## src/rtl/core/base32_to_base64_transcoder_assert.svh

```systemverilog
// Assertion macros shared by the transcoder RTL.
// Each macro expects clk and rst_n in scope.
`ifndef BASE32_TO_BASE64_TRANSCODER_ASSERT_SVH
`define BASE32_TO_BASE64_TRANSCODER_ASSERT_SVH

// Same-cycle implication, checked outside reset
`define B2B_ASSERT_NOW(lbl, ante, cons, msg) \
  lbl: assert property (@(posedge clk) disable iff (!rst_n) (ante) |-> (cons)) \
    else $error(msg);

// Next-cycle implication, checked outside reset
`define B2B_ASSERT_NEXT(lbl, ante, cons, msg) \
  lbl: assert property (@(posedge clk) disable iff (!rst_n) (ante) |=> (cons)) \
    else $error(msg);

`endif

```

## src/rtl/core/b2b_pkg.sv

```systemverilog
`timescale 1ns / 1ps
// ----------------------------------------------------------------------------
// b2b_pkg
// Shared types, constants and character mapping for the Base32 to Base64
// transcoder.
// ----------------------------------------------------------------------------
package b2b_pkg;

  // ASCII codes
  localparam logic [7:0] CHAR_PAD   = 8'h3D;  // '='
  localparam logic [7:0] CHAR_UC_A  = 8'h41;  // 'A'
  localparam logic [7:0] CHAR_UC_Z  = 8'h5A;  // 'Z'
  localparam logic [7:0] CHAR_LC_A  = 8'h61;  // 'a'
  localparam logic [7:0] CHAR_TWO   = 8'h32;  // '2'
  localparam logic [7:0] CHAR_SEVEN = 8'h37;  // '7'
  localparam logic [7:0] CHAR_ZERO  = 8'h30;  // '0'
  localparam logic [7:0] CHAR_PLUS  = 8'h2B;  // '+'
  localparam logic [7:0] CHAR_SLASH = 8'h2F;  // '/'

  localparam logic [4:0] B32_DIGIT_BASE = 5'd26;  // value of '2'

  // Most output characters one input character can produce
  localparam int MAX_OUT = 4;
  localparam int CNT_W   = 3;

  // Job queue between front and back
  localparam int QUEUE_DEPTH = 4;
  localparam int QPTR_W      = $clog2(QUEUE_DEPTH);

  // One job: the output characters caused by one input character
  typedef struct packed {
    logic [MAX_OUT-1:0][7:0] chars;
    logic [CNT_W-1:0]        count;
    logic                    last;
  } job_t;

  // Queue status seen by front and back
  typedef struct packed {
    logic empty;
    logic full;
  } q_status_t;

  // Base32 character to 5-bit value; anything outside the alphabet is zero
  function automatic logic [4:0] b32_value(input logic [7:0] ch);
    logic [7:0] d;
    d = 8'h00;
    if (ch >= CHAR_UC_A && ch <= CHAR_UC_Z) begin
      d = ch - CHAR_UC_A;
    end else if (ch >= CHAR_TWO && ch <= CHAR_SEVEN) begin
      d = 8'(B32_DIGIT_BASE) + (ch - CHAR_TWO);
    end
    return d[4:0];
  endfunction

  // 6-bit value to Base64 ASCII
  function automatic logic [7:0] b64_char(input logic [5:0] v);
    logic [7:0] c;
    if (v < 6'd26) begin
      c = CHAR_UC_A + 8'(v);
    end else if (v < 6'd52) begin
      c = CHAR_LC_A + 8'(v - 6'd26);
    end else if (v < 6'd62) begin
      c = CHAR_ZERO + 8'(v - 6'd52);
    end else if (v == 6'd62) begin
      c = CHAR_PLUS;
    end else begin
      c = CHAR_SLASH;
    end
    return c;
  endfunction

endpackage

```

## src/rtl/core/base32_to_base64_transcoder.sv

```systemverilog
`timescale 1ns / 1ps
// Base32 in, Base64 out. One character is taken per cycle as long as the
// four-entry job queue has room; each becomes zero to four output
// characters, and the output side delivers one character per cycle while
// out_stall is low (an input yields 1 or 0 characters most of the time, up
// to 4 on the last character with its '=' padding). The output register
// limits the sustained rate. A job is registered in the queue, then its
// characters in the output register. in_is_last ends a string and returns
// the block to its start state; out_last marks a string's final character.
// ----------------------------------------------------------------------------
// base32_to_base64_transcoder
// Top level: front stream tracker, job queue and output serializer.
// ----------------------------------------------------------------------------
`include "base32_to_base64_transcoder_assert.svh"

module base32_to_base64_transcoder (
  input  logic       clk,
  input  logic       rst_n,
  input  logic       in_valid,
  output logic       in_stall,
  input  logic [7:0] in_char,
  input  logic       in_is_last,
  output logic       out_valid,
  input  logic       out_stall,
  output logic [7:0] out_char,
  output logic       out_last
);

  logic               q_push;
  logic               q_pop;
  b2b_pkg::job_t      q_push_job;
  b2b_pkg::job_t      q_head;
  b2b_pkg::q_status_t q_status;

  // Front: accept and map characters
  b2b_front u_front (
    .clk        (clk),
    .rst_n      (rst_n),
    .in_valid   (in_valid),
    .in_stall   (in_stall),
    .in_char    (in_char),
    .in_is_last (in_is_last),
    .q_status   (q_status),
    .push       (q_push),
    .push_job   (q_push_job)
  );

  // Job queue
  b2b_queue u_queue (
    .clk      (clk),
    .rst_n    (rst_n),
    .push     (q_push),
    .push_job (q_push_job),
    .pop      (q_pop),
    .head     (q_head),
    .status   (q_status)
  );

  // Back: serialize jobs
  b2b_back u_back (
    .clk       (clk),
    .rst_n     (rst_n),
    .head      (q_head),
    .q_status  (q_status),
    .pop       (q_pop),
    .out_valid (out_valid),
    .out_stall (out_stall),
    .out_char  (out_char),
    .out_last  (out_last)
  );

  // Checks
  `B2B_ASSERT_NOW(a_no_overflow, q_push, !q_status.full, "job pushed into full queue")
  `B2B_ASSERT_NOW(a_no_underflow, q_pop, !q_status.empty, "job popped from empty queue")
  `B2B_ASSERT_NOW(a_job_nonempty, q_push, q_push_job.count != 3'd0, "empty job queued")
  `B2B_ASSERT_NEXT(a_out_held, out_valid && out_stall, out_valid, "stalled request dropped")

endmodule

```

## src/rtl/core/b2b_front.sv

```systemverilog
`timescale 1ns / 1ps
// ----------------------------------------------------------------------------
// b2b_front
// Accepts Base32 characters, tracks the bit stream and turns each request
// into a job of up to four Base64 characters for the queue.
// ----------------------------------------------------------------------------
module b2b_front (
  input  logic                clk,
  input  logic                rst_n,
  input  logic                in_valid,
  output logic                in_stall,
  input  logic [7:0]          in_char,
  input  logic                in_is_last,
  input  b2b_pkg::q_status_t  q_status,
  output logic                push,
  output b2b_pkg::job_t       push_job
);

  logic [11:0] buf_r,   buf_nxt;
  logic [3:0]  cnt_r,   cnt_nxt;
  logic [2:0]  phase_r, phase_nxt;
  logic [1:0]  mod_r,   mod_nxt;
  logic        stop_r,  stop_nxt;
  logic        accept;

  assign in_stall = q_status.full;
  assign accept   = in_valid && !in_stall;

  // Bit stream step: add five bits, peel off whole sextets, flush on last
  always_comb begin
    logic [16:0] acc;
    logic [4:0]  cnt;
    logic [2:0]  ph;
    logic [4:0]  whole;
    logic [5:0]  v;
    logic [2:0]  n;
    logic [1:0]  md;
    logic        stp;
    b2b_pkg::job_t job;

    acc   = {5'b0, buf_r};
    cnt   = {1'b0, cnt_r};
    ph    = phase_r;
    md    = mod_r;
    stp   = stop_r;
    n     = '0;
    job   = '0;
    whole = '0;
    v     = '0;

    if (!stp) begin
      if (in_char == b2b_pkg::CHAR_PAD) begin
        stp = 1'b1;
      end else begin
        acc = {acc[11:0], b2b_pkg::b32_value(in_char)};
        cnt = cnt + 5'd5;
        ph  = ph + 3'd5;
        // at most two sextets complete per character
        for (int k = 0; k < 2; k++) begin
          if ((cnt - {2'b0, ph}) >= 5'd6) begin
            v = 6'(acc >> (cnt - 5'd6));
            job.chars[n[1:0]] = b2b_pkg::b64_char(v);
            n   = n + 3'd1;
            md  = md + 2'd1;
            cnt = cnt - 5'd6;
            acc = acc & ((17'd1 << cnt) - 17'd1);
          end
        end
      end
    end

    if (in_is_last) begin
      // leftover bits of whole bytes, zero-padded to a sextet
      whole = cnt - {2'b0, ph};
      if (whole != 5'd0) begin
        v = 6'((acc >> ph) << (5'd6 - whole));
        job.chars[n[1:0]] = b2b_pkg::b64_char(v);
        n  = n + 3'd1;
        md = md + 2'd1;
      end
      // pad to a multiple of four
      for (int k = 0; k < 3; k++) begin
        if (md != 2'd0) begin
          job.chars[n[1:0]] = b2b_pkg::CHAR_PAD;
          n  = n + 3'd1;
          md = md + 2'd1;
        end
      end
      buf_nxt   = '0;
      cnt_nxt   = '0;
      phase_nxt = '0;
      mod_nxt   = '0;
      stop_nxt  = 1'b0;
    end else begin
      buf_nxt   = 12'(acc & ((17'd1 << cnt) - 17'd1));
      cnt_nxt   = cnt[3:0];
      phase_nxt = ph;
      mod_nxt   = md;
      stop_nxt  = stp;
    end

    job.count = n;
    job.last  = in_is_last;
    push_job  = job;
  end

  assign push = accept && (push_job.count != '0);

  // Stream state
  always_ff @(posedge clk) begin
    if (!rst_n) begin
      buf_r   <= '0;
      cnt_r   <= '0;
      phase_r <= '0;
      mod_r   <= '0;
      stop_r  <= 1'b0;
    end else if (accept) begin
      buf_r   <= buf_nxt;
      cnt_r   <= cnt_nxt;
      phase_r <= phase_nxt;
      mod_r   <= mod_nxt;
      stop_r  <= stop_nxt;
    end
  end

endmodule

```

## src/rtl/core/b2b_queue.sv

```systemverilog
`timescale 1ns / 1ps
// ----------------------------------------------------------------------------
// b2b_queue
// Small job FIFO that decouples the front from the back.
// ----------------------------------------------------------------------------
module b2b_queue (
  input  logic                clk,
  input  logic                rst_n,
  input  logic                push,
  input  b2b_pkg::job_t       push_job,
  input  logic                pop,
  output b2b_pkg::job_t       head,
  output b2b_pkg::q_status_t  status
);

  b2b_pkg::job_t                 mem_r [b2b_pkg::QUEUE_DEPTH];
  logic [b2b_pkg::QPTR_W-1:0]    wr_ptr_r, wr_ptr_nxt;
  logic [b2b_pkg::QPTR_W-1:0]    rd_ptr_r, rd_ptr_nxt;
  logic [b2b_pkg::QPTR_W:0]      fill_r,   fill_nxt;

  assign head         = mem_r[rd_ptr_r];
  assign status.empty = (fill_r == '0);
  assign status.full  = (fill_r == (b2b_pkg::QPTR_W+1)'(b2b_pkg::QUEUE_DEPTH));

  // Pointer and fill update
  always_comb begin
    wr_ptr_nxt = push ? wr_ptr_r + 1'b1 : wr_ptr_r;
    rd_ptr_nxt = pop  ? rd_ptr_r + 1'b1 : rd_ptr_r;
    fill_nxt   = fill_r + (b2b_pkg::QPTR_W+1)'(push) - (b2b_pkg::QPTR_W+1)'(pop);
  end

  always_ff @(posedge clk) begin
    if (!rst_n) begin
      wr_ptr_r <= '0;
      rd_ptr_r <= '0;
      fill_r   <= '0;
    end else begin
      wr_ptr_r <= wr_ptr_nxt;
      rd_ptr_r <= rd_ptr_nxt;
      fill_r   <= fill_nxt;
    end
  end

  // Job storage
  always_ff @(posedge clk) begin
    if (push) begin
      mem_r[wr_ptr_r] <= push_job;
    end
  end

endmodule

```

## src/rtl/core/b2b_back.sv

```systemverilog
`timescale 1ns / 1ps
// ----------------------------------------------------------------------------
// b2b_back
// Walks through the head job one character per cycle, while out_stall is
// low, into the output register.
// ----------------------------------------------------------------------------
module b2b_back (
  input  logic                clk,
  input  logic                rst_n,
  input  b2b_pkg::job_t       head,
  input  b2b_pkg::q_status_t  q_status,
  output logic                pop,
  output logic                out_valid,
  input  logic                out_stall,
  output logic [7:0]          out_char,
  output logic                out_last
);

  logic [1:0] idx_r,   idx_nxt;
  logic       vld_r,   vld_nxt;
  logic [7:0] char_r,  char_nxt;
  logic       last_r,  last_nxt;
  logic       load;
  logic       at_end;

  // Output register free this cycle and a job is waiting
  assign load   = (!vld_r || !out_stall) && !q_status.empty;
  assign at_end = ({1'b0, idx_r} == (head.count - 3'd1));
  assign pop    = load && at_end;

  always_comb begin
    idx_nxt  = idx_r;
    vld_nxt  = vld_r && out_stall;
    char_nxt = char_r;
    last_nxt = last_r;
    if (load) begin
      vld_nxt  = 1'b1;
      char_nxt = head.chars[idx_r];
      last_nxt = head.last && at_end;
      idx_nxt  = at_end ? 2'd0 : idx_r + 2'd1;
    end
  end

  always_ff @(posedge clk) begin
    if (!rst_n) begin
      idx_r <= '0;
      vld_r <= 1'b0;
    end else begin
      idx_r <= idx_nxt;
      vld_r <= vld_nxt;
    end
  end

  // Payload needs no reset
  always_ff @(posedge clk) begin
    char_r <= char_nxt;
    last_r <= last_nxt;
  end

  assign out_valid = vld_r;
  assign out_char  = char_r;
  assign out_last  = last_r;

endmodule
```

## config.mk

```make
export PLATFORM = sky130hd
export DESIGN_NAME = base32_to_base64_transcoder
export DESIGN_NICKNAME = d
export VERILOG_FILES = /design/src/rtl/core/b2b_pkg.sv /design/src/rtl/core/base32_to_base64_transcoder.sv /design/src/rtl/core/b2b_front.sv /design/src/rtl/core/b2b_queue.sv /design/src/rtl/core/b2b_back.sv
export VERILOG_INCLUDE_DIRS = /design/src /design/src/rtl/core
export SDC_FILE = /design/constraint.sdc
export NUM_CORES = 1
export LEC_CHECK = 0
export ABC_AREA = 1
export BUFFER_PORTS_ARGS = -buffer_cell sky130_fd_sc_hd__buf_2
export CORE_MARGIN = 2
export CORE_UTILIZATION = 35
export CTS_BUF_LIST = sky130_fd_sc_hd__clkbuf_8
export DETAILED_ROUTE_END_ITERATION = 10
export GPL_TIMING_DRIVEN = 0
export HOLD_SLACK_MARGIN = 0.12
export PLACE_DENSITY_LB_ADDON = 0.1
export SYNTH_ARGS = -nofsm -noshare
export SYNTH_HDL_FRONTEND = slang
export SYNTH_HIERARCHICAL = 1
export SYNTH_SLANG_ARGS = --single-unit
export TNS_END_PERCENT = 50
```

## constraint.sdc

```tcl
create_clock -name clk -period 23.2 [get_ports clk]
set_input_delay 4.64 -clock clk [delete_from_list [all_inputs] [get_ports clk]]
set_output_delay 4.64 -clock clk [all_outputs]
set_load 0.005 [all_outputs]
```

; Word level (Yosys, flattened, before mapping)
; Memories as Yosys holds them, arrays and structs flattened. A register that Yosys moved wholly into a read port is not among the register bits.
; Index checks and enable logic that the tools add are counted.
[totals]
reg_bits = 41
ram_bits = 144
n_memories = 1
[memory_table]
columns = name, depth, width, rd, rd_clocked_by_memory_dff, wr, line_no
row1 = u_queue.mem_r, 4, 36, 1, 1, 1, b2b_queue.sv:16  ; b2b_pkg::job_t mem_r [b2b_pkg::QUEUE_DEPTH];
[classes]
n_addsub = 45
n_lt_le_gt_ge = 26
n_eq_ne = 6
shifts = 7
n_mux = 102
n_bitwise = 12
n_reduce_logical = 24
[ops]
columns = operator, count
row1 = two-way mux 32 bit, 11
row2 = two-way mux 8 bit, 23
row3 = two-way mux 17 bit, 6
row4 = demux 8 bit (select 2 bit), 5
row5 = bitwise mux 32 bit, 2
row6 = bitwise OR 20 bit, 3
row7 = two-way mux 3 bit, 19
row8 = two-way mux 5 bit, 10
row9 = bitwise AND 12 bit, 4
row10 = "less-than comparator 6 bit, second input constant", 6
row11 = NOT 12 bit, 3
row12 = bitwise AND 17 bit, 2
row13 = "left shift 1 x 5 -> 17 bit, first input constant", 2
row14 = >> shifter 17 x 5 -> 6 bit, 2
row15 = "subtractor 17 x 1 -> 17 bit, second input constant", 2
row16 = two-way mux 2 bit, 16
row17 = "adder 6 x 8 -> 8 bit, first input constant", 3
row18 = "adder 7 x 6 -> 8 bit, first input constant", 3
row19 = "adder 7 x 8 -> 8 bit, first input constant", 3
row20 = "subtractor 6 x 5 -> 7 bit, second input constant", 3
row21 = "subtractor 6 x 6 -> 7 bit, second input constant", 3
row22 = "== test 6 bit, second input constant", 3
row23 = "less-than comparator 2 x 3 -> 1 bit, second input constant", 6
row24 = "less-than comparator 6 x 5 -> 1 bit, second input constant", 3
row25 = 37 further kinds, 79

; Logic depth before layout (Yosys ltp)
[depth]
word_depth = 35
mapped_depth = 63

; Hierarchy
; Netlist, hierarchy kept.
[by_module_without_submodules]
columns = mod, n_inst, cells_each, area_per_inst_um2, seq_area_each_um2
row1 = b2b_front, 1, 1500, 8085.3, 440.4
row2 = b2b_queue, 1, 475, 6268.5, 4504.3
row3 = b2b_back, 1, 86, 747.0, 330.3

; Worst setup path after synthesis
; OpenSTA, ideal clock, no wires.
[synth_path]
path_kind = input to register
start = input port in_char[1]
end = memory u_queue/mem_r[0][0] (netlist name) (enable)
setup_ps = 391
arrival_time_ps = 10523
slack_ps = 12287
cell_stages = 36
path_cell_list = inv_1 ha_1 nand3_1 inv_1 nor2_1 clkinv_1 clkbuf_1 a21oi_1 o21ai_0 o21ai_1 ha_1 a21o_1 a31oi_1 inv_1 nand2_1 nand2_1 nor2_1 nand2_1 nor2_4 xor2_1 inv_1 ha_1 o21ai_1 inv_1 ha_1 o21ai_1 inv_1 ha_1 nand2_1 xor2_1 o21ai_0 a21oi_1 nor3_2 nor2_1 nand2_1 inv_1
[synth_rtl]
columns = item, line_no
row1 = from (decl), base32_to_base64_transcoder.sv:21  ; input logic [7:0] in_char,
row2 = to (decl), b2b_queue.sv:16

==> results.cfg <==
[status]
status = finished clean

[synth]
synth_mux_area_share_pct = 0.0663
yosys.area_share.adder_pct = 7.08
ys_seq_elements = 187
seq_area_frac_synth_pct = 34.9
synth_edf_count = 153
netlist_instances = 2061
ys_warn_count = 6
avgSynthCellArea_sq_um = 7.33
synthXorXnorAreaFrac_pct = 2.30
synth_nets = 2157
synthArstFlopShare_pct = 0
ys_types = 58
netlist.area_leader.share_pct = 30.4
synth_area_leader_cell = edfxtp_1
synthFlopType = edfxtp_1
synth-compound-area-share_pct = 15.9
syn_area_sq_um = 15100
synthTopCellsByArea = edfxtp_1, nand2_1, nand3_1
synth_top_family_by_area = simple AND/OR/NAND/NOR gates
yosys.area_share.simple_pct = 29.6

[setup_path]
r2r-start = u_front/cnt_r[0]$_SDFFE_PN0P_
cp-start-kind = flip-flop
r2r_cells = 56
timing.rr.end = u_queue/mem_r[3][23]$_DFFE_PP_
r2r_slack_ns = 10.22
crit_top_cell = nand2_1
crit_fanout = 21
crit_path_end_kind = flip-flop
worstPathRequired_ns = 23.39
crit_type = flip-flop to flip-flop
slowest_stage = buf_1
slowest_delay_ns = 0.56
arrival_ns = 13.17

[floorplan]
fp.dieArea_sq_um = 44800
fp.dieH_microns = 212
initial_core_util_pct = 35.3
boundaryPins = 24
die_w_microns = 212
core_sq_um = 42800
rows = 76

[global_route]
first_global_vias = 13100
grt_first_pass_wirelength_microns = 73500
track_usage_pct = 21.4
antenna_found_initial = 0
grt_overflow = 0
grt_max_degree = 36

[cells_and_area]
final_util_pct = 38.3
antenna_cells = 0
drive_above_1_share_pct = 11.3
layout-area-overhead-vs-synth_pct = 8.64
final_cell_mix = nand2_1, inv_1, nand3_1
nNetsFinal = 2203
final_common_cell = nand2_1
fillers = 4560
regArea_sq_um = 5280
multi_input_area_sq_um = 8290

[routing]
vias = 13700
ant_nets = 0
drc = 0
wl_microns = 47200
wire_per_inst_microns = 17.7
drtIter0Drc = 955
drt-vias-per-instance = 5.15
firstDrtPassIters = 5

[cts]
clk_pin_slew_ns = 0.12
cts_made_buffers = 17
cts.hold.buffers_added = 0
cts_setup_buffers = 0
cts-root-buf = clkbuf_8
clk_latency_ns = 0.50
clkSinkCount = 187
post_cts_resized = 0
cts_tree = built
htree_levels = 4
cts_buffer_depth = 2

[hold_path]
hold_path.class = flip-flop to flip-flop
whs_path_depth = 2
min_from = u_queue/rd_ptr_r[1]$_SDFFE_PN0P_
hold_path_end = u_queue/rd_ptr_r[1]$_SDFFE_PN0P_

[sta]
finClkSkew_ns = 0.0239
final.min_clock_period_ns = 12.98
setup_tns_ns = 0
finalHoldViolCount = 0
tightest_slew_ns = 1.20
maxSlewViolCount = 0
slew_headroom_pct = 20.1
setup_viol = 0
fin_crit_sh_pct = 55.9
whs_ns = 0.483
rsz0062_at_grt = no
clock.fmax_ghz = 0.0770

[job]
max-cap-violations = 0

[placed_design]
place_congestion = 0.930
io_buffers = 23
hpwl_microns = 37100
how the worst max path moves through the flow:
stage                                        startpoint                        endpoint  slack [ns]  cells after the start
after CTS                 u_front/cnt_r[0]$_SDFFE_PN0P_  u_queue/mem_r[3][23]$_DFFE_PP_       10.15                     57
final                     u_front/cnt_r[0]$_SDFFE_PN0P_  u_queue/mem_r[3][23]$_DFFE_PP_       10.22                     56
after detailed placement  u_front/cnt_r[0]$_SDFFE_PN0P_  u_queue/mem_r[3][15]$_DFFE_PP_       10.22                     57
after floorplan                              in_char[1]   u_queue/mem_r[0][0]$_DFFE_PP_       12.29                     36
after global placement    u_front/cnt_r[0]$_SDFFE_PN0P_  u_queue/mem_r[3][15]$_DFFE_PP_        9.55                     55
after global routing      u_front/cnt_r[0]$_SDFFE_PN0P_  u_queue/mem_r[3][23]$_DFFE_PP_        8.80                     58
area by class of cell:
| cell class | count | area share (%) |
|---|---|---|
| inverter | 289 | 6.69 |
| multi-input combinational | 1511 | 50.6 |
| buffer | 74 | 2.65 |
| sequential | 187 | 32.2 |
| clock buffer | 17 | 1.43 |
| tap | 546 | 4.16 |
| timing repair buffer | 27 | 1.19 |
| clock inverter | 15 | 1.17 |
sequential cells by signal, summed over array words and instances, names as in the netlist, named ones only:
name,flops
u_queue/mem_r,144
u_front/buf_r,12
u_back/out_char,8
u_front/cnt_r,4
u_front/phase_r,3
u_queue/fill_r,3
u_back/idx_r,2
u_front/mod_r,2
u_queue/rd_ptr_r,2
u_queue/wr_ptr_r,2
u_back/out_last,1
u_back/out_valid,1
u_front/stop_r,1
through the flow:
stage / setup WS [ns] / area (sq um) / instances
after floorplan: 12.29 / 15100 / 2061
after global placement: 9.55 / 15900 / 2630
after detailed placement: 10.22 / 16000 / 2634
after CTS: 10.15 / 16400 / 2666
after global routing: 8.80 / 16400 / 2666
final: 10.22 / 16400 / 2666
cell families after synthesis:
family,after synthesis
AND/OR/NAND/NOR,1007
AO/OA/AOI/OAI,386
buffers and inverters,363
flip-flops,187
adder cells (fa/ha/maj),83
XOR/XNOR,34
multiplexers,1
metal layers:
layer | GRT usage (%) | part of all wire (%) | vias to the layer above
li1 | - | - | 6942
met1 | 26.9 | 45 | 6499
met2 | 38.6 | 50 | 242
met3 | 1.91 | 2.5 | 55
met4 | 6.82 | 2.7 | 0
met5 | 0 | 0 | -
Yosys cell counts, types with 2 or more instances:
library cell  instances
nor2_4                3
a21oi_2               5
a211oi_1              4
dfxtp_1              34
o21bai_1              4
buf_6                16
xor2_1               21
nand2_1             529
o21ai_4               2
nor2_2                6
buf_2                20
nand2_4              11
nand3_1             221
nor3_1                9
a21oi_1             112
edfxtp_1            153
buf_4                 3
a31oi_1              12
nand2_2              26
o211ai_1             17
nor2_1              144
o21ai_1              33
or2_2                10
inv_2                14
inv_1               267
o21ai_2               5
nand4_1              25
fa_1                  4
clkbuf_1             29
o22ai_1              12
a21boi_0              3
ha_1                 79
o31ai_1               3
o21ai_0             128
xnor2_1               8
o2111ai_1             3
a21o_1                3
nand3_2              11
nand3b_1              7
clkinv_1              6
buf_1                 6
xor2_2                4
o211ai_2             34
critical path, delay by kind of cell (launching register included):
family	cells	cell delay [ns]
compound gates	13	2.73
xor+xnor	2	0.42
fa+ha+maj	7	2.36
buf+inv	16	4.51
flops	1	0.49
simple gates	18	2.10
Power is left out: the tool's default activity adds up to more than one toggle a clock period on the data nets, which glitch-free logic cannot reach.
